`src/rtl/mrsb_pkg.sv`:
```
package mrsb_pkg;

    localparam int COORD_BITS = 16;
    localparam int RUN_BITS   = 7;
    localparam int STATE_BITS = COORD_BITS + 2;
    localparam int CALC_BITS  = STATE_BITS + 2;
    localparam int FIFO_DEPTH = 3;
    localparam int PTR_BITS   = $clog2(FIFO_DEPTH);
    localparam int CNT_BITS   = $clog2(FIFO_DEPTH + 1);
    localparam int CFG_IDX_BITS = 3;

    localparam logic OP_START = 1'b0;
    localparam logic OP_CODE  = 1'b1;

    localparam logic [7:0] CODE_END = 8'h80;
    localparam logic [7:0] CODE_ROW = 8'h00;

    typedef logic signed [STATE_BITS-1:0] state_t;
    typedef logic signed [CALC_BITS-1:0]  calc_t;

    typedef enum logic [CFG_IDX_BITS-1:0] {
        REG_CLIP_ENABLE = 3'd0,
        REG_CLIP_LEFT   = 3'd1,
        REG_CLIP_TOP    = 3'd2,
        REG_CLIP_WIDTH  = 3'd3,
        REG_CLIP_HEIGHT = 3'd4,
        REG_FILL_COLOR  = 3'd5
    } cfg_index_e;

    typedef struct packed {
        logic               opcode;
        logic [7:0]         code_byte;
        logic signed [15:0] place_x;
        logic signed [15:0] place_y;
        logic signed [15:0] offset_x;
        logic signed [15:0] offset_y;
        logic [14:0]        box_width;
        logic [14:0]        box_height;
    } in_word_t;

    typedef struct packed {
        logic signed [COORD_BITS-1:0] fill_x;
        logic signed [COORD_BITS-1:0] fill_y;
        logic [RUN_BITS-1:0]          fill_length;
        logic                         end_of_sprite;
    } out_word_t;

    typedef struct packed {
        logic               clip_enable;
        logic signed [15:0] clip_left;
        logic signed [15:0] clip_top;
        logic [14:0]        clip_width;
        logic [14:0]        clip_height;
    } clip_cfg_t;

endpackage

```
`src/rtl/mrsb_decode.sv`:
```
module mrsb_decode
    import mrsb_pkg::*;
(
    input  logic      clk,
    input  logic      rst_n,
    input  logic      item_valid,
    input  in_word_t  item,
    input  clip_cfg_t cfg,
    output logic      res_valid,
    output out_word_t res
);

    state_t column_reg, column_next;
    state_t row_reg, row_next;
    state_t right_reg, right_next;
    logic   clipping_reg, clipping_next;

    calc_t right, left, top, bw, bh;
    calc_t cl, ct, cw, ch;
    calc_t x_right, x_left, row_ext, len;
    logic  start_clip, run_inside;

    always_comb
    begin
        cl = calc_t'(cfg.clip_left);
        ct = calc_t'(cfg.clip_top);
        cw = calc_t'(cfg.clip_width);
        ch = calc_t'(cfg.clip_height);

        // placement of a new sprite, mirrored about the anchor
        bw    = calc_t'(item.box_width);
        bh    = calc_t'(item.box_height);
        right = calc_t'(item.place_x) - calc_t'(item.offset_x);
        left  = right - bw + calc_t'(1);
        top   = calc_t'(item.place_y) + calc_t'(item.offset_y);
        start_clip = cfg.clip_enable &&
                     ((cl > left) || (cl + cw < right + calc_t'(1)) ||
                      (ct > top) || (top + bh > ct + ch));

        // run ends at the current column and extends leftwards
        len     = calc_t'({1'b0, item.code_byte});
        x_right = calc_t'(column_reg);
        x_left  = x_right - len + calc_t'(1);
        row_ext = calc_t'(row_reg);
        run_inside = (ct <= row_ext) && (row_ext <= ct + ch - calc_t'(1)) &&
                     (cl <= x_left) && (x_right <= cl + cw - calc_t'(1));

        column_next   = column_reg;
        row_next      = row_reg;
        right_next    = right_reg;
        clipping_next = clipping_reg;
        res_valid     = 1'b0;
        res           = '0;

        if (item_valid)
        begin
            if (item.opcode == OP_START)
            begin
                clipping_next = start_clip;
                right_next    = state_t'(right);
                column_next   = state_t'(right);
                row_next      = state_t'(top);
            end
            else if (item.code_byte == CODE_END)
            begin
                res_valid         = 1'b1;
                res.end_of_sprite = 1'b1;
            end
            else if (item.code_byte[7])
            begin
                column_next = state_t'(x_right - calc_t'({1'b0, item.code_byte[6:0]}));
            end
            else if (item.code_byte == CODE_ROW)
            begin
                column_next = right_reg;
                row_next    = state_t'(row_ext + calc_t'(1));
            end
            else
            begin
                column_next     = state_t'(x_right - len);
                res_valid       = !clipping_reg || run_inside;
                res.fill_x      = x_left[COORD_BITS-1:0];
                res.fill_y      = row_reg[COORD_BITS-1:0];
                res.fill_length = item.code_byte[RUN_BITS-1:0];
            end
        end
    end

    always_ff @(posedge clk or negedge rst_n)
    begin
        if (!rst_n)
        begin
            column_reg   <= '0;
            row_reg      <= '0;
            right_reg    <= '0;
            clipping_reg <= 1'b0;
        end
        else
        begin
            column_reg   <= column_next;
            row_reg      <= row_next;
            right_reg    <= right_next;
            clipping_reg <= clipping_next;
        end
    end

endmodule

```
`src/rtl/mrsb_out_fifo.sv`:
```
module mrsb_out_fifo
    import mrsb_pkg::*;
(
    input  logic                clk,
    input  logic                rst_n,
    input  logic                push,
    input  out_word_t           push_data,
    input  logic                pop,
    output logic                not_empty,
    output out_word_t           head,
    output logic [CNT_BITS-1:0] count
);

    out_word_t             mem [FIFO_DEPTH];
    logic [PTR_BITS-1:0]   wr_ptr_reg, wr_ptr_next;
    logic [PTR_BITS-1:0]   rd_ptr_reg, rd_ptr_next;
    logic [CNT_BITS-1:0]   count_reg, count_next;
    logic                  do_pop;

    assign not_empty = (count_reg != '0);
    assign head      = mem[rd_ptr_reg];
    assign count     = count_reg;
    assign do_pop    = pop && not_empty;

    always_comb
    begin
        wr_ptr_next = wr_ptr_reg;
        rd_ptr_next = rd_ptr_reg;
        if (push)
            wr_ptr_next = (wr_ptr_reg == PTR_BITS'(FIFO_DEPTH - 1)) ? '0
                                                                   : wr_ptr_reg + PTR_BITS'(1);
        if (do_pop)
            rd_ptr_next = (rd_ptr_reg == PTR_BITS'(FIFO_DEPTH - 1)) ? '0
                                                                   : rd_ptr_reg + PTR_BITS'(1);
        count_next = count_reg + CNT_BITS'(push) - CNT_BITS'(do_pop);
    end

    always_ff @(posedge clk)
    begin
        if (push)
            mem[wr_ptr_reg] <= push_data;
    end

    always_ff @(posedge clk or negedge rst_n)
    begin
        if (!rst_n)
        begin
            wr_ptr_reg <= '0;
            rd_ptr_reg <= '0;
            count_reg  <= '0;
        end
        else
        begin
            wr_ptr_reg <= wr_ptr_next;
            rd_ptr_reg <= rd_ptr_next;
            count_reg  <= count_next;
        end
    end

endmodule

```
`src/rtl/mirrored_rle_sprite_run_blitter_top.sv`:
```
// Mirrored one-color RLE sprite run generator. A start word (opcode 0) places the sprite
// and decides whether runs must be tested against the clip window; each code word (opcode 1)
// then skips, ends the sprite, fills a run or steps to the next row, giving at most one
// result word. Each word is registered at the input, decoded in one pass against the column,
// row and edge registers, and its result goes into a three-entry output queue, so one word
// per cycle is sustained while out_stall is low; the input keeps accepting while a result
// waits, until queue and input register are full. Configuration is written via cfg_valid/
// cfg_ready (always ready), by the user only while idle; the block does not enforce it.
module mirrored_rle_sprite_run_blitter_top
    import mrsb_pkg::*;
(
    input  logic                    clk,
    input  logic                    rst_n,
    input  logic                    in_valid,
    output logic                    in_stall,
    input  in_word_t                in_data,
    output logic                    out_valid,
    input  logic                    out_stall,
    output out_word_t               out_data,
    input  logic                    cfg_valid,
    output logic                    cfg_ready,
    input  logic [CFG_IDX_BITS-1:0] cfg_index,
    input  logic [15:0]             cfg_data
);

    clip_cfg_t           cfg_reg, cfg_next;
    logic                item_valid_reg;
    in_word_t            item_reg;
    logic                res_valid;
    out_word_t           res;
    logic [CNT_BITS-1:0] queue_count;
    logic [CNT_BITS:0]   pending;

    assign cfg_ready = 1'b1;

    // queue space must cover the word held in the input register as well
    assign pending  = {1'b0, queue_count} + (CNT_BITS+1)'(item_valid_reg);
    assign in_stall = (pending >= (CNT_BITS+1)'(FIFO_DEPTH));

    always_comb
    begin
        cfg_next = cfg_reg;
        if (cfg_valid && cfg_ready)
        begin
            unique case (cfg_index)
                REG_CLIP_ENABLE: cfg_next.clip_enable = cfg_data[0];
                REG_CLIP_LEFT:   cfg_next.clip_left   = cfg_data;
                REG_CLIP_TOP:    cfg_next.clip_top    = cfg_data;
                REG_CLIP_WIDTH:  cfg_next.clip_width  = cfg_data[14:0];
                REG_CLIP_HEIGHT: cfg_next.clip_height = cfg_data[14:0];
                // palette index belongs to the pixel writer, no run depends on it
                REG_FILL_COLOR:  cfg_next = cfg_reg;
                default:         cfg_next = cfg_reg;
            endcase
        end
    end

    always_ff @(posedge clk or negedge rst_n)
    begin
        if (!rst_n)
        begin
            cfg_reg.clip_enable <= 1'b0;
            cfg_reg.clip_left   <= '0;
            cfg_reg.clip_top    <= '0;
            cfg_reg.clip_width  <= 15'd640;
            cfg_reg.clip_height <= 15'd480;
            item_valid_reg      <= 1'b0;
        end
        else
        begin
            cfg_reg        <= cfg_next;
            item_valid_reg <= in_valid && !in_stall;
        end
    end

    always_ff @(posedge clk)
    begin
        if (in_valid && !in_stall)
            item_reg <= in_data;
    end

    mrsb_decode u_decode (
        .clk        (clk),
        .rst_n      (rst_n),
        .item_valid (item_valid_reg),
        .item       (item_reg),
        .cfg        (cfg_reg),
        .res_valid  (res_valid),
        .res        (res)
    );

    mrsb_out_fifo u_out_fifo (
        .clk       (clk),
        .rst_n     (rst_n),
        .push      (res_valid),
        .push_data (res),
        .pop       (!out_stall),
        .not_empty (out_valid),
        .head      (out_data),
        .count     (queue_count)
    );

endmodule

```
`config.mk`:
```
export PLATFORM = sky130hd
export DESIGN_NAME = mirrored_rle_sprite_run_blitter_top
export DESIGN_NICKNAME = d
export VERILOG_FILES = /design/src/rtl/mrsb_pkg.sv /design/src/rtl/mrsb_decode.sv /design/src/rtl/mrsb_out_fifo.sv /design/src/rtl/mirrored_rle_sprite_run_blitter_top.sv
export SDC_FILE = /design/constraint.sdc
export NUM_CORES = 1
export LEC_CHECK = 0
export ABC_AREA = 1
export BUFFER_PORTS_ARGS = -buffer_cell sky130_fd_sc_hd__buf_4
export CAP_MARGIN = 40
export CORE_MARGIN = 4
export CORE_UTILIZATION = 50
export DETAILED_ROUTE_END_ITERATION = 10
export GPL_ROUTABILITY_DRIVEN = 0
export GPL_TIMING_DRIVEN = 1
export PLACE_DENSITY = 0.68
export RECOVER_POWER = 25
export SYNTH_ARGS = -nofsm -noshare
export SYNTH_HDL_FRONTEND = slang
export SYNTH_SLANG_ARGS = --single-unit
```
`constraint.sdc`:
```
create_clock -name clk -period 7.6 [get_ports clk]
set_input_delay 1.14 -clock clk [delete_from_list [all_inputs] [get_ports clk]]
set_output_delay 1.14 -clock clk [all_outputs]
set_load 0.01 [all_outputs]
```
### After elaboration in Yosys (flattened, before gate mapping)

Memory sizes are Yosys's and may differ from the RTL's.
Cells that the tools add are included.
W data, S select, Z words.

| operators by class | value |
|---|---|
| $add $sub $neg | 19 |
| $lt $le $gt $ge | 9 |
| eq/ne operators | 10 |
| multiplexer cells | 23 |
| bitwise operators | 1 |
| reductions and logical operators | 24 |

Operators by type and width:

| kind | count |
|---|---|
| $mux W18 | 8 |
| $mux W39 | 3 |
| $mux W40 | 2 |
| $add A20 B2 Y20 const B | 3 |
| $add A16 B16 Y17 | 3 |
| $le A18 B20 Y1 | 2 |
| $sub A20 B2 Y20 const B | 2 |
| $gt A16 B20 Y1 | 1 |
| $gt A20 B20 Y1 | 1 |
| $le A16 B20 Y1 | 1 |
| $lt A20 B20 Y1 | 1 |
| $sub A20 B16 Y20 | 1 |
| $sub A18 B9 Y19 | 1 |
| $add A17 B16 Y18 | 1 |
| $add A18 B2 Y18 const B | 1 |
| $le A16 B18 Y1 | 1 |
| $sub A18 B8 Y18 | 1 |
| $gt A16 B17 Y1 | 1 |
| $sub A16 B16 Y17 | 1 |
| $reduce_and A2 Y1 | 7 |
| $eq A8 B8 Y1 const B | 1 |
| $logic_not A8 Y1 | 1 |
| $mux W1 | 8 |
| $eq A3 B2 Y1 const B | 2 |
| 18 further kinds | 32 |

| word-level totals | value |
|---|---|
| register bits | 228 |
| bits in writable memories | 120 |
| input bits | 127 |
| output and inout port bits | 43 |
| word-level logic and storage cells | 108 |
| memories kept | 1 |

Memories:

| memory | depth | width | read ports | clocked after memory_dff | write ports | RTL line | source |
|---|---|---|---|---|---|---|---|
| u_out_fifo.mem | 3 | 40 | 1 | 0 | 1 | mrsb_out_fifo.sv:14 | `out_word_t mem [FIFO_DEPTH];` |

### Longest topological paths before layout

| depth | value |
|---|---|
| depth in word-level cells | 14 |
| mapped depth | 40 |
| gate-level depth less buffers | 40 |

### By module

From an unflattened synthesis, not the netlist that was laid out.

| second synthesis, totals | value |
|---|---|
| cells, all modules | 2937 |
| area, all modules | 24425.9 um2 |

By module, submodules not included:

| module | times used | cells an instance | area each (um2) | sequential area each (um2) |
|---|---|---|---|---|
| mrsb_decode | 1 | 2202 | 13918.3 | 1351.3 |
| mirrored_rle_sprite_run_blitter_top | 1 | 395 | 5744.3 | 4702.0 |
| mrsb_out_fifo | 1 | 340 | 4763.3 | 3753.6 |

### Worst setup path before layout

OpenSTA, ideal clock, no wires.

| timing | value |
|---|---|
| path kind | input -> register |
| start | input in_valid |
| end | register item_valid_reg |
| setup time | 0.581 ns |
| arrival | 5.453 ns |
| required time | 7.019 ns |
| setup slack | 1.566 ns |
| stages | 2 |
| buffers on the path | 0 |
| path through | inv_1 -> nor2_1 |

| between the ends | value |
|---|---|
| cells in the longest elaborated chain, start to end | 1 |

Ends and longest elaborated chain:

| item | RTL line | source |
|---|---|---|
| from (decl) | mirrored_rle_sprite_run_blitter_top.sv:14 | `input logic in_valid,` |
| $logic_and A1 B1 Y1 | mirrored_rle_sprite_run_blitter_top.sv:72 | `item_valid_reg <= in_valid && !in_stall;` |
| to (signal assigned) | mirrored_rle_sprite_run_blitter_top.sv:72 |  |
| to (decl) | mirrored_rle_sprite_run_blitter_top.sv:27 | `logic item_valid_reg;` |

No other way between the ends.
A chain may end at the register's enable or synchronous reset.

### Final worst setup path

| timing | value |
|---|---|
| start | register item_reg[80] (netlist name) |
| end | register u_decode.clipping_reg |

| between the ends | value |
|---|---|
| cells in the longest elaborated chain, start to end | 8 |
| elaborated cells on any way between the ends | 10 |
| classes of those cells | add/sub (4); order compare (2); reduce/logical (4) |

Ends and longest elaborated chain:

| item | RTL line | source |
|---|---|---|
| from (decl) | mirrored_rle_sprite_run_blitter_top.sv:28 | `in_word_t item_reg;` |
| from (signal assigned) | mirrored_rle_sprite_run_blitter_top.sv:79 | `item_reg <= in_data;` |
| $sub A16 B16 Y17 * | mrsb_decode.sv:33 | `right = calc_t'(item.place_x) - calc_t'(item.offset_x);` |
| named net u_decode.right[3] | mrsb_decode.sv:18 | `calc_t right, left, top, bw, bh;` |
| $sub A20 B16 Y20 | mrsb_decode.sv:34 | `left = right - bw + calc_t'(1);` |
| $add A20 B2 Y20 | mrsb_decode.sv:34 |  |
| $gt A16 B20 Y1 | mrsb_decode.sv:37 | `((cl > left) \|\| (cl + cw < right + calc_t'(1)) \|\|` |
| $logic_or A1 B1 Y1 * (2 in a row) | mrsb_decode.sv:37 |  |
| $logic_or A1 B1 Y1 * | mrsb_decode.sv:38 | `(ct > top) \|\| (top + bh > ct + ch));` |
| $logic_and A1 B1 Y1 * | mrsb_decode.sv:36 | `start_clip = cfg.clip_enable &&` |
| to (signal assigned) | mrsb_decode.sv:103 | `clipping_reg <= clipping_next;` |
| to (decl) | mrsb_decode.sv:16 | `logic clipping_reg, clipping_next;` |

The timed path passes the listed nets; every way through them passes the cells marked *.

==> flow_metrics.py <==
metrics = {
    "logic_synthesis": {
        "ys_warn_count": 0,
        "yosys.area.top_type": "edfxtp_1",
        "ys_top_cells_by_area": "edfxtp_1, ha_1, dfrtp_1",
        "synth-edff-count": 223,
        "synthDistinctLibCells": 62,
        "syn_area_per_cell_um2": 8.614,
        "synth_top_area_share_pct": 27.85,
        "synth_seq_area_share_pct": 40.79,
        "syn_nets": 3204,
        "synth_area_um2": 24040,
        "ys.flop_type": "edfxtp_1",
        "synth-seq-cells": 347,
        "async_flop_share_pct": 35.73,
        "syn_inst": 2791,
    },
    "sta": {
        "period_needed_ps": 6240,
        "drv_slew": 116,
        "setup_tns_ps": 0,
        "worstMarginPinSlew_ps": 2688,
        "slew_headroom_pct": -79.17,
        "fmax_mhz": 160.2,
        "fin_crit_sh_pct": 82.11,
        "clock_skew_ps": 18.87,
        "rsz0062_at_grt": "no",
        "hold_viol": 0,
        "setup_violations": 0,
    },
    "detailed_routing": {
        "avgRoutedWirePerCell_um": 17.97,
        "first_iter_violations": 1746,
        "drtPass1Iterations": 8,
        "drc": 0,
        "vias_per_cell": 5.560,
        "vias": 20080,
        "routed_wl_um": 64890,
        "postRouteAntennaNets": 0,
    },
    "die": {
        "core_um2": 47650,
        "die_h_um": 227.3,
        "die_w_um": 227.3,
        "die_area_um2": 51660,
        "initial_core_util_pct": 50.46,
        "std_cell_rows": 80,
        "ioPinCount": 170,
    },
    "global_route": {
        "grt_overflow": 0,
        "grt_util_all_layers_pct": 24.89,
        "antenna_found_initial": 0,
        "grt_first_pass_wirelength_um": 101900,
        "grt_max_degree": 75,
        "grt_pass1_vias": 19300,
    },
    "critical_path": {
        "arrival_ps": 6700,
        "start_kind": "flop",
        "timing_worst_setup_path_type": "flop to flop",
        "required_ps": 8060,
        "crit_top_cell": "nand2_1",
        "endpoint_kind": "flop",
        "cp_max_fo": 5,
        "cp_slowest_cell": "nor4b_1",
        "max_stage_delay_ps": 600,
    },
    "hold_path": {
        "holdCritPathClass": "flop to flop",
    },
    "placement": {
        "port_buffers": 168,
        "dp_hpwl_um": 50540,
    },
    "clock_tree": {
        "post_cts_buffers": 0,
        "cts_resized": 0,
        "root_buffer": "clkbuf_16",
        "clock_sinks": 347,
        "cts.path.max_buffers": 3,
        "ctsHoldBuffers": 0,
        "clk_latency_ps": 570,
        "cts_tree": "built",
        "cts-buffers-inserted": 39,
        "htreeDepth": 2,
        "clkSlewWorstSetupHoldPaths_ps": 60,
    },
    "cells_and_area": {
        "drive_gt1_share_pct": 11.11,
        "area_growth_pct": 14.01,
        "largest_reg_flops": 120,
        "fillers": 4179,
        "n_antenna_cell": 0,
        "fin_nets": 3379,
    },
    "run": {
        "cap_violations": 3,
    },
    "run_status": {
        "status": "finished with violations",
        "violations": "capacitance limit, slew limit",
    },
}
## final timing paths
kind / startpoint / endpoint / slack, ps / cells past startpoint
setup / recovery: item_reg[80] / u_decode.clipping_reg / 1360 / 33
hold / removal: u_decode.right_reg[0] / u_decode.right_reg[0] / 490 / 2
setup reg to reg: item_reg[80] / u_decode.clipping_reg / 1360 / 33
hold reg to reg: u_decode.right_reg[0] / u_decode.right_reg[0] / 490 / 2
max in group asynchronous: rst_n / cfg_reg[7] / 3570 / 3
min in group asynchronous: rst_n / u_decode.column_reg[7] / 1430 / 1
## through the flow
step	setup slack, ps	std cells	hold slack, ps	area (um^2)	util, %
after floorplan	1566	2791	447.9	24040	-
after global placement	1487	3532	462.8	25970	54.51
after detailed placement	1381	3539	472.9	26090	54.76
after CTS	1356	3610	489.1	27420	57.56
after global routing	771.3	3611	505.9	27410	57.53
final	1360	3611	487.8	27410	57.53
## critical path: cells and delay by family (launching register included)
family | cells | cell delay, ps
compound gates | 6 | 1150
flops | 1 | 370
xor+xnor | 1 | 500
fa+ha+maj | 4 | 1360
simple gates | 20 | 2410
buf+inv | 2 | 330
## Yosys cell counts (12+ instances only)
cell	number
nand2_1	567
inv_1	385
nand4_1	46
nor3_1	31
xor2_1	96
xor2_2	13
o22ai_1	13
clkbuf_1	47
nand3b_1	12
xnor2_1	34
o21ai_0	147
ha_1	279
nor2_1	216
a21o_1	15
dfrtp_1	118
edfxtp_1	223
a21oi_1	176
nand3_1	159
o211ai_1	57
## cells in the final DEF (no fill, tap or decap), drive strengths merged, types with 3 or more instances in the layout
| cell type | n |
|---|---|
| o211ai | 57 |
| a21o | 15 |
| o21a | 9 |
| o22ai | 13 |
| edfxtp | 223 |
| or2 | 6 |
| clkinv | 17 |
| o21bai | 11 |
| xor2 | 112 |
| nand3 | 161 |
| nand4 | 48 |
| a31oi | 7 |
| nand2 | 576 |
| nand3b | 12 |
| a31o | 3 |
| dfstp | 6 |
| nor3b | 4 |
| nor2 | 224 |
| inv | 396 |
| a21oi | 187 |
| fa | 7 |
| ha | 279 |
| a21boi | 5 |
| dfrtp | 118 |
| o31ai | 5 |
| clkbuf | 159 |
| a221oi | 3 |
| nor3 | 40 |
| buf | 80 |
| o21ai | 158 |
| bufinv | 3 |
| xnor2 | 34 |
## final cells by class
| cell class | count | area (um^2) | share of cell area [%] |
|---|---|---|---|
| clock buffers | 50 | 1121 | 4.090 |
| inverters | 397 | 1490 | 5.437 |
| well taps | 615 | 769.5 | 2.807 |
| multi-input cells | 1992 | 12540 | 45.77 |
| clock inverters | 21 | 210.2 | 0.7669 |
| flip-flops and latches | 347 | 9807 | 35.78 |
| repair buffers | 189 | 1468 | 5.354 |
## layer usage
metal / GRT usage, % / vias to the layer above / part of all wire, %
li1: - / 9781 / -
met1: 35.77 / 9428 / 45
met2: 39.20 / 750 / 44
met3: 4.307 / 117 / 7.9
met4: 6.969 / 0 / 2.6
met5: 0 / - / 0
## cells by family (layout without fill, tap and decap cells)
logic type | Yosys count | count (layout) | share of synthesized area (%)
adder cells (fa/ha/maj) | 286 | 286 | 15.10
AND/OR/NAND/NOR | 1077 | 1077 | 19.29
other | 1 | 1 | 0.01560
multiplexers | 1 | 1 | 0.04164
flip-flops | 347 | 347 | 40.79
AO/OA/AOI/OAI | 481 | 481 | 11.70
buffers and inverters | 452 | 657 | 7.093
XOR/XNOR | 146 | 146 | 5.959
Power is left out: the tool's default activity adds up to more than one toggle a clock period on the data nets, which glitch-free logic cannot reach.
